## src/rtl/cevq_pkg.sv

```systemverilog
// cevq_pkg: request codes and payload structs for the coalescing event queue
// used by coalescing_event_queue and its port checker; no dependencies

package cevq_pkg;

  // request codes carried in req_type
  localparam logic [1:0] REQ_EVENT   = 2'd0;
  localparam logic [1:0] REQ_DEQUEUE = 2'd1;
  localparam logic [1:0] REQ_REMOVE  = 2'd2;

  // fixed field widths of the request and result
  localparam int unsigned SRC_W     = 4;
  localparam int unsigned OVR_W     = 16;
  localparam int unsigned OUT_CNT_W = 32;

  typedef struct packed {
    logic [1:0]       req_type;
    logic [SRC_W-1:0] source_id;
    logic [OVR_W-1:0] overrun;
  } req_t;

  typedef struct packed {
    logic                 found;
    logic [SRC_W-1:0]     out_source;
    logic [OUT_CNT_W-1:0] out_count;
    logic                 queue_nonempty;
  } res_t;

endpackage

```

## src/rtl/coalescing_event_queue.sv

```systemverilog
// coalescing_event_queue: pending-event fifo for timer sources, with coalesced counts
// depends on cevq_pkg for request codes and the request/result structs
//
//   channel  | handshake              | payload
//   ---------+------------------------+-----------------------------
//   request  | start_i high, busy_o low| req_i  (cevq_pkg::req_t)
//   result   | done_o strobe, 1 cycle | res_o  (cevq_pkg::res_t)
//
// one request is taken every cycle; its result passes through the input
// register, then one pass of cell logic into the result register. busy_o
// stays low: each request finishes in one pass over the queue cells. reset
// empties the queue at once, no clearing pass. the result side cannot stall,
// so each done_o strobe lasts exactly one cycle.
//
// the queue is a row of cells kept in fifo order (cell 0 is the oldest);
// each cell holds a source and its count, since a count is nonzero exactly
// while its source is queued. removal shifts the younger cells down by one.

module coalescing_event_queue #(
  parameter int unsigned NUM_SOURCES = 16,
  parameter int unsigned COUNT_BITS  = 32
) (
  input  logic           clk_i,
  input  logic           rst_ni,
  input  logic           start_i,
  output logic           busy_o,
  input  cevq_pkg::req_t req_i,
  output logic           done_o,
  output cevq_pkg::res_t res_o
);

  localparam int unsigned IDX_W  = $clog2(NUM_SOURCES);
  localparam int unsigned LEN_W  = $clog2(NUM_SOURCES + 1);
  localparam int unsigned SUM_W  = ((COUNT_BITS > 17) ? COUNT_BITS : 17) + 1;
  localparam int unsigned HEAD_W = (COUNT_BITS > 32) ? COUNT_BITS : 33;
  localparam logic [SUM_W-1:0] CNT_MAX_EXT =
    {{(SUM_W - COUNT_BITS){1'b0}}, {COUNT_BITS{1'b1}}};

  // input register
  logic           vld_q;
  cevq_pkg::req_t req_q;

  // queue cells
  logic [IDX_W-1:0]      src_q [NUM_SOURCES];
  logic [COUNT_BITS-1:0] cnt_q [NUM_SOURCES];
  logic [LEN_W-1:0]      len_q, len_d;

  // result register
  logic           done_q;
  cevq_pkg::res_t res_q, res_d;

  logic                  sid_ok;
  logic [IDX_W-1:0]      sidx;
  logic [NUM_SOURCES-1:0] match, pre_match, shift;
  logic                  hit;
  logic [COUNT_BITS-1:0] hit_cnt, new_cnt;
  logic [SUM_W-1:0]      sum;
  logic [HEAD_W-1:0]     head_ext;
  logic                  do_event, do_deq, do_rem;

  assign busy_o = 1'b0;

  // request capture
  always_ff @(posedge clk_i or negedge rst_ni) begin
    if (!rst_ni) begin
      vld_q <= 1'b0;
    end else begin
      vld_q <= start_i && !busy_o;
    end
  end

  always_ff @(posedge clk_i) begin
    if (start_i && !busy_o) begin
      req_q <= req_i;
    end
  end

  // source decode and range check
  assign sid_ok = (9'(req_q.source_id) < 9'(NUM_SOURCES));
  assign sidx   = IDX_W'(req_q.source_id);

  // match the requested source against the live cells
  always_comb begin
    hit_cnt = '0;
    for (int i = 0; i < NUM_SOURCES; i++) begin
      match[i] = (LEN_W'(i) < len_q) && (src_q[i] == sidx);
      hit_cnt  = hit_cnt | (match[i] ? cnt_q[i] : '0);
    end
  end

  assign hit = |match;

  // cells at or above the matched one move down on a remove
  for (genvar g = 0; g < NUM_SOURCES; g++) begin : g_pre
    assign pre_match[g] = |match[g:0];
  end

  assign do_event = vld_q && (req_q.req_type == cevq_pkg::REQ_EVENT) && sid_ok;
  assign do_deq   = vld_q && (req_q.req_type == cevq_pkg::REQ_DEQUEUE) && (len_q != '0);
  assign do_rem   = vld_q && (req_q.req_type == cevq_pkg::REQ_REMOVE) && sid_ok && hit;

  assign shift = do_deq ? '1 : (do_rem ? pre_match : '0);

  // saturating count update
  assign sum     = SUM_W'(hit ? hit_cnt : '0) + SUM_W'(req_q.overrun) + SUM_W'(1);
  assign new_cnt = (sum > CNT_MAX_EXT) ? '1 : sum[COUNT_BITS-1:0];

  // queue length after this request
  always_comb begin
    len_d = len_q;
    if (do_event && !hit) begin
      len_d = len_q + LEN_W'(1);
    end else if (do_deq || do_rem) begin
      len_d = len_q - LEN_W'(1);
    end
  end

  // head count clipped to the result width
  assign head_ext = HEAD_W'(cnt_q[0]);

  always_comb begin
    res_d                = '0;
    res_d.queue_nonempty = (len_d != '0);
    if (do_deq) begin
      res_d.found      = 1'b1;
      res_d.out_source = cevq_pkg::SRC_W'(src_q[0]);
      res_d.out_count  = (head_ext > HEAD_W'(32'hFFFF_FFFF)) ? '1
                                                             : head_ext[31:0];
    end
  end

  // cell update: shift down, bump a matched count or append at the tail
  always_ff @(posedge clk_i) begin
    for (int i = 0; i < NUM_SOURCES; i++) begin
      if (shift[i]) begin
        if (i < NUM_SOURCES - 1) begin
          src_q[i] <= src_q[(i + 1) % NUM_SOURCES];
          cnt_q[i] <= cnt_q[(i + 1) % NUM_SOURCES];
        end
      end else if (do_event && hit && match[i]) begin
        cnt_q[i] <= new_cnt;
      end else if (do_event && !hit && (len_q == LEN_W'(i))) begin
        src_q[i] <= sidx;
        cnt_q[i] <= new_cnt;
      end
    end
  end

  // control state and result strobe
  always_ff @(posedge clk_i or negedge rst_ni) begin
    if (!rst_ni) begin
      len_q  <= '0;
      done_q <= 1'b0;
    end else begin
      len_q  <= vld_q ? len_d : len_q;
      done_q <= vld_q;
    end
  end

  always_ff @(posedge clk_i) begin
    if (vld_q) begin
      res_q <= res_d;
    end
  end

  assign done_o = done_q;
  assign res_o  = res_q;

endmodule

```

## config.mk

```make
export PLATFORM = sky130hd
export DESIGN_NAME = coalescing_event_queue
export DESIGN_NICKNAME = d
export VERILOG_FILES = /design/src/rtl/cevq_pkg.sv /design/src/rtl/coalescing_event_queue.sv
export SDC_FILE = /design/constraint.sdc
export NUM_CORES = 1
export LEC_CHECK = 0
export ABC_AREA = 1
export BUFFER_PORTS_ARGS = -buffer_cell sky130_fd_sc_hd__buf_2
export CORE_ASPECT_RATIO = 1.1
export CORE_MARGIN = 8
export CORE_UTILIZATION = 45
export DETAILED_ROUTE_END_ITERATION = 10
export SLEW_MARGIN = 20
export SYNTH_ARGS = -nofsm -noshare
export SYNTH_HDL_FRONTEND = slang
export SYNTH_SLANG_ARGS = --single-unit
```

## constraint.sdc

```tcl
create_clock -name clk_i -period 12.6 [get_ports clk_i]
set_clock_uncertainty 0.05 [all_clocks]
set_input_delay 1.89 -clock clk_i [delete_from_list [all_inputs] [get_ports clk_i]]
set_output_delay 1.89 -clock clk_i [all_outputs]
set_load 0.03 [all_outputs]
```

==> out/summary.txt <==
Min Tclk post-route - 7.87 ns
Starting Density - 45.5%
Yosys cell types - 59
Hold Crit Class - flop to flop
CTS root buf - clkbuf_16
Fill cell count - 6,978
Vias post-DR - 28,300
Gr ovfl total - 0
I/O Buffers - 63
Slew @ Worst Pin - 1.11 ns
Dpl hpwl - 81,500 um
Avg Cell Area, Syn - 9.31 um^2
Layout cells sized above 1 - 11.3%
EDFF count, synth - 636
Slew HR - 25.5%
Post_cts resized - 0
Final worst-path cycle share - 62.5%
Reg clk slew, reported paths - 0.06 ns
Max clock buf depth - 3
Cells after synthesis - 3,649
Worst EP arrival - 8.15 ns
Critical Path RT - 12.88 ns
Die width - 278 um
WL/cell - 27.4 um
Largest net degree at the start of global routing - 119
Vias per inst - 6.08
Synth area leaders - edfxtp_1 (56%), nand2_1 (12%), nor2_1 (3.8%)
Placed Area - 34,800 um^2
Chip height - 304 um
Final instance area - 36,900 um^2
Grt met3 use - 5.32%
Die ar. - 84,500 um^2
Post-DRT Antenna Nets - 0
CP max-delay cell - edfxtp_1
Max Cap Viol - 0
RSZ-0062 raised after global routing - no
Setup TNS - 0 ns
PwrDens - 191 nW/um^2
FF+latch count, synth - 643
Vias in the first global route - 26,600
H-Tree Depth - 3
M2 GR Usage - 45.1%
CTS tree - yes
WS Path Type - flop to flop
Gr busiest metal - met2
Most used cell, CP - nand2_1
Core Region - 74,600 um^2
CP max FO - 118
Cell Rows - 105
Synth top area share - 56.2%
Startpoint Class - flop
# clock sinks - 643
CTS buffer count - 72
Tot Pwr - 7.06 mW
Setup crit end kind - flop
Most instantiated library cell after synthesis - nand2_1
Detailed Routing Iterations Pass 1 - 6
Ant diodes - 0
Peak supply drop - 132 uV
Top cells by count, synth - nand2_1 (1,071), edfxtp_1 (636), nor2_1 (345)
Post-Syn Area - 34,000 um^2
Final setup violation count - 0
Area leader, netlist - edfxtp_1
First-pass GRT wire length - 183,000 um
Synthesis-to-layout area growth - 8.69%
F_max - 0.127 GHz
CTS Hold Buffers Added - 0
Met1 GRT Util - 38.2%
Syn Nets - 3,697
Ys async rst share - 1.09%
Sequential share of the synthesized area - 56.7%
Initial DRC Count - 4,075
GPL Wtd Cong - 0.954
Clk Latency, worst-skew pair - 0.63 ns
Setup bufs post-CTS - 0
Antenna violations before repair - 1
GR Util All Layers - 29.3%
Fin. Hold Viols - 0
Fin util - 49.5%
Leakage - 14.9 nW
Slew Limit Fails - 0
Post-route DRC - 0
Boundary Pins - 65
Synth Flop Type - edfxtp_1
Status - finished clean
Synth warn - 0
Largest stage delay, worst path - 0.96 ns
Final wirelength - 127,000 um
Fin nets - 3,692
-- final timing paths --
path                               startpoint       endpoint  slack (ns)  cells after the start
worst max register to register        sidx[3]  cnt_q[1][101]        4.73                     32
worst max-delay path                  sidx[3]  cnt_q[1][101]        4.73                     32
min in group asynchronous              rst_ni       len_q[3]        1.06                      1
worst min-delay path            cnt_q[1][250]  cnt_q[1][218]        0.50                      2
worst min register to register  cnt_q[1][250]  cnt_q[1][218]        0.50                      2
max in group asynchronous              rst_ni          vld_q       11.26                      1
-- registers in the layout, summed over array words and instances, names as in the netlist --
| register | flops |
|---|---|
| cnt_q | 512 |
| src_q | 64 |
| res_o | 38 |
| req_q | 18 |
| len_q | 5 |
| sidx | 4 |
| done_o | 1 |
| vld_q | 1 |
-- layer usage --
| metal | up-vias | wire [um] |
|---|---|---|
| met4 | 0 | 9430 |
| li1 | 12500 | - |
| met2 | 1881 | 56600 |
| met3 | 424 | 13900 |
| met1 | 13500 | 47300 |
| met5 | - | 0 |
-- placed cells by master, fill, tap and decap left out, drive strengths merged, types with 4 or more instances in the layout --
cell | synthesis | layout
a21oi | 40 | 40
o21ai | 283 | 283
o2111ai | 8 | 8
inv | 357 | 359
nor2 | 385 | 385
a2111oi | 8 | 8
xnor2 | 20 | 20
o221ai | 10 | 10
a221oi | 19 | 19
nand2 | 1099 | 1099
buf | 165 | 131
o31ai | 4 | 4
a211oi | 10 | 10
edfxtp | 636 | 636
a31oi | 181 | 181
nor3 | 14 | 14
xor2 | 25 | 25
ha | 22 | 22
dfrtp | 7 | 7
nand3 | 164 | 164
clkbuf | 45 | 97
clkinv | 7 | 23
nand4 | 50 | 50
o22ai | 64 | 64
o211ai | 4 | 4
nand3b | 8 | 8
-- critical path, delay by kind of cell, from the launching register on --
family,cells,cell delay [ns]
buffers and inverters,7,1.59
AO/OA/AOI/OAI,6,1.62
adder cells (fa/ha/maj),2,0.64
AND/OR/NAND/NOR,17,2.53
flip-flops,1,0.96
-- metrics by stage --
step                      worst slack (ns)  instances  hold WS, ns
after floorplan                       7.60       3649        0.378
after global placement                4.93       4533        0.477
after detailed placement              4.89       4533        0.485
after CTS                             4.88       4651        0.489
after global routing                  4.18       4651        0.511
final                                 4.73       4651        0.498
-- cell type report --
type / count / area, um^2 / share of cell area, %
clock buffers: 97 / 1940 / 5.25
clock inverters: 21 / 163 / 0.441
inverters: 364 / 1380 / 3.73
multi-input cells: 2432 / 12100 / 32.8
flip-flops and latches: 643 / 19300 / 52.2
well taps: 963 / 1200 / 3.26
repair buffers: 131 / 838 / 2.27
-- cell families after synthesis --
group | share of synthesized area, %
xor gates and xnor gates | 1.18
and+or+nand+nor | 21.8
buffers and inverters | 7.97
DFF | 56.7
other | 0.0110
AOI/OAI and AO/OA | 11.4
adders and majority gates | 0.869
-- power by group --
part / switching (mW) / internal, mW / total [mW]
sequential: 0.137 / 2.69 / 2.83
combinational: 1.74 / 0.517 / 2.25
clock: 0.870 / 1.11 / 1.98
No activity file was read; power rests on OpenSTA's default activity.
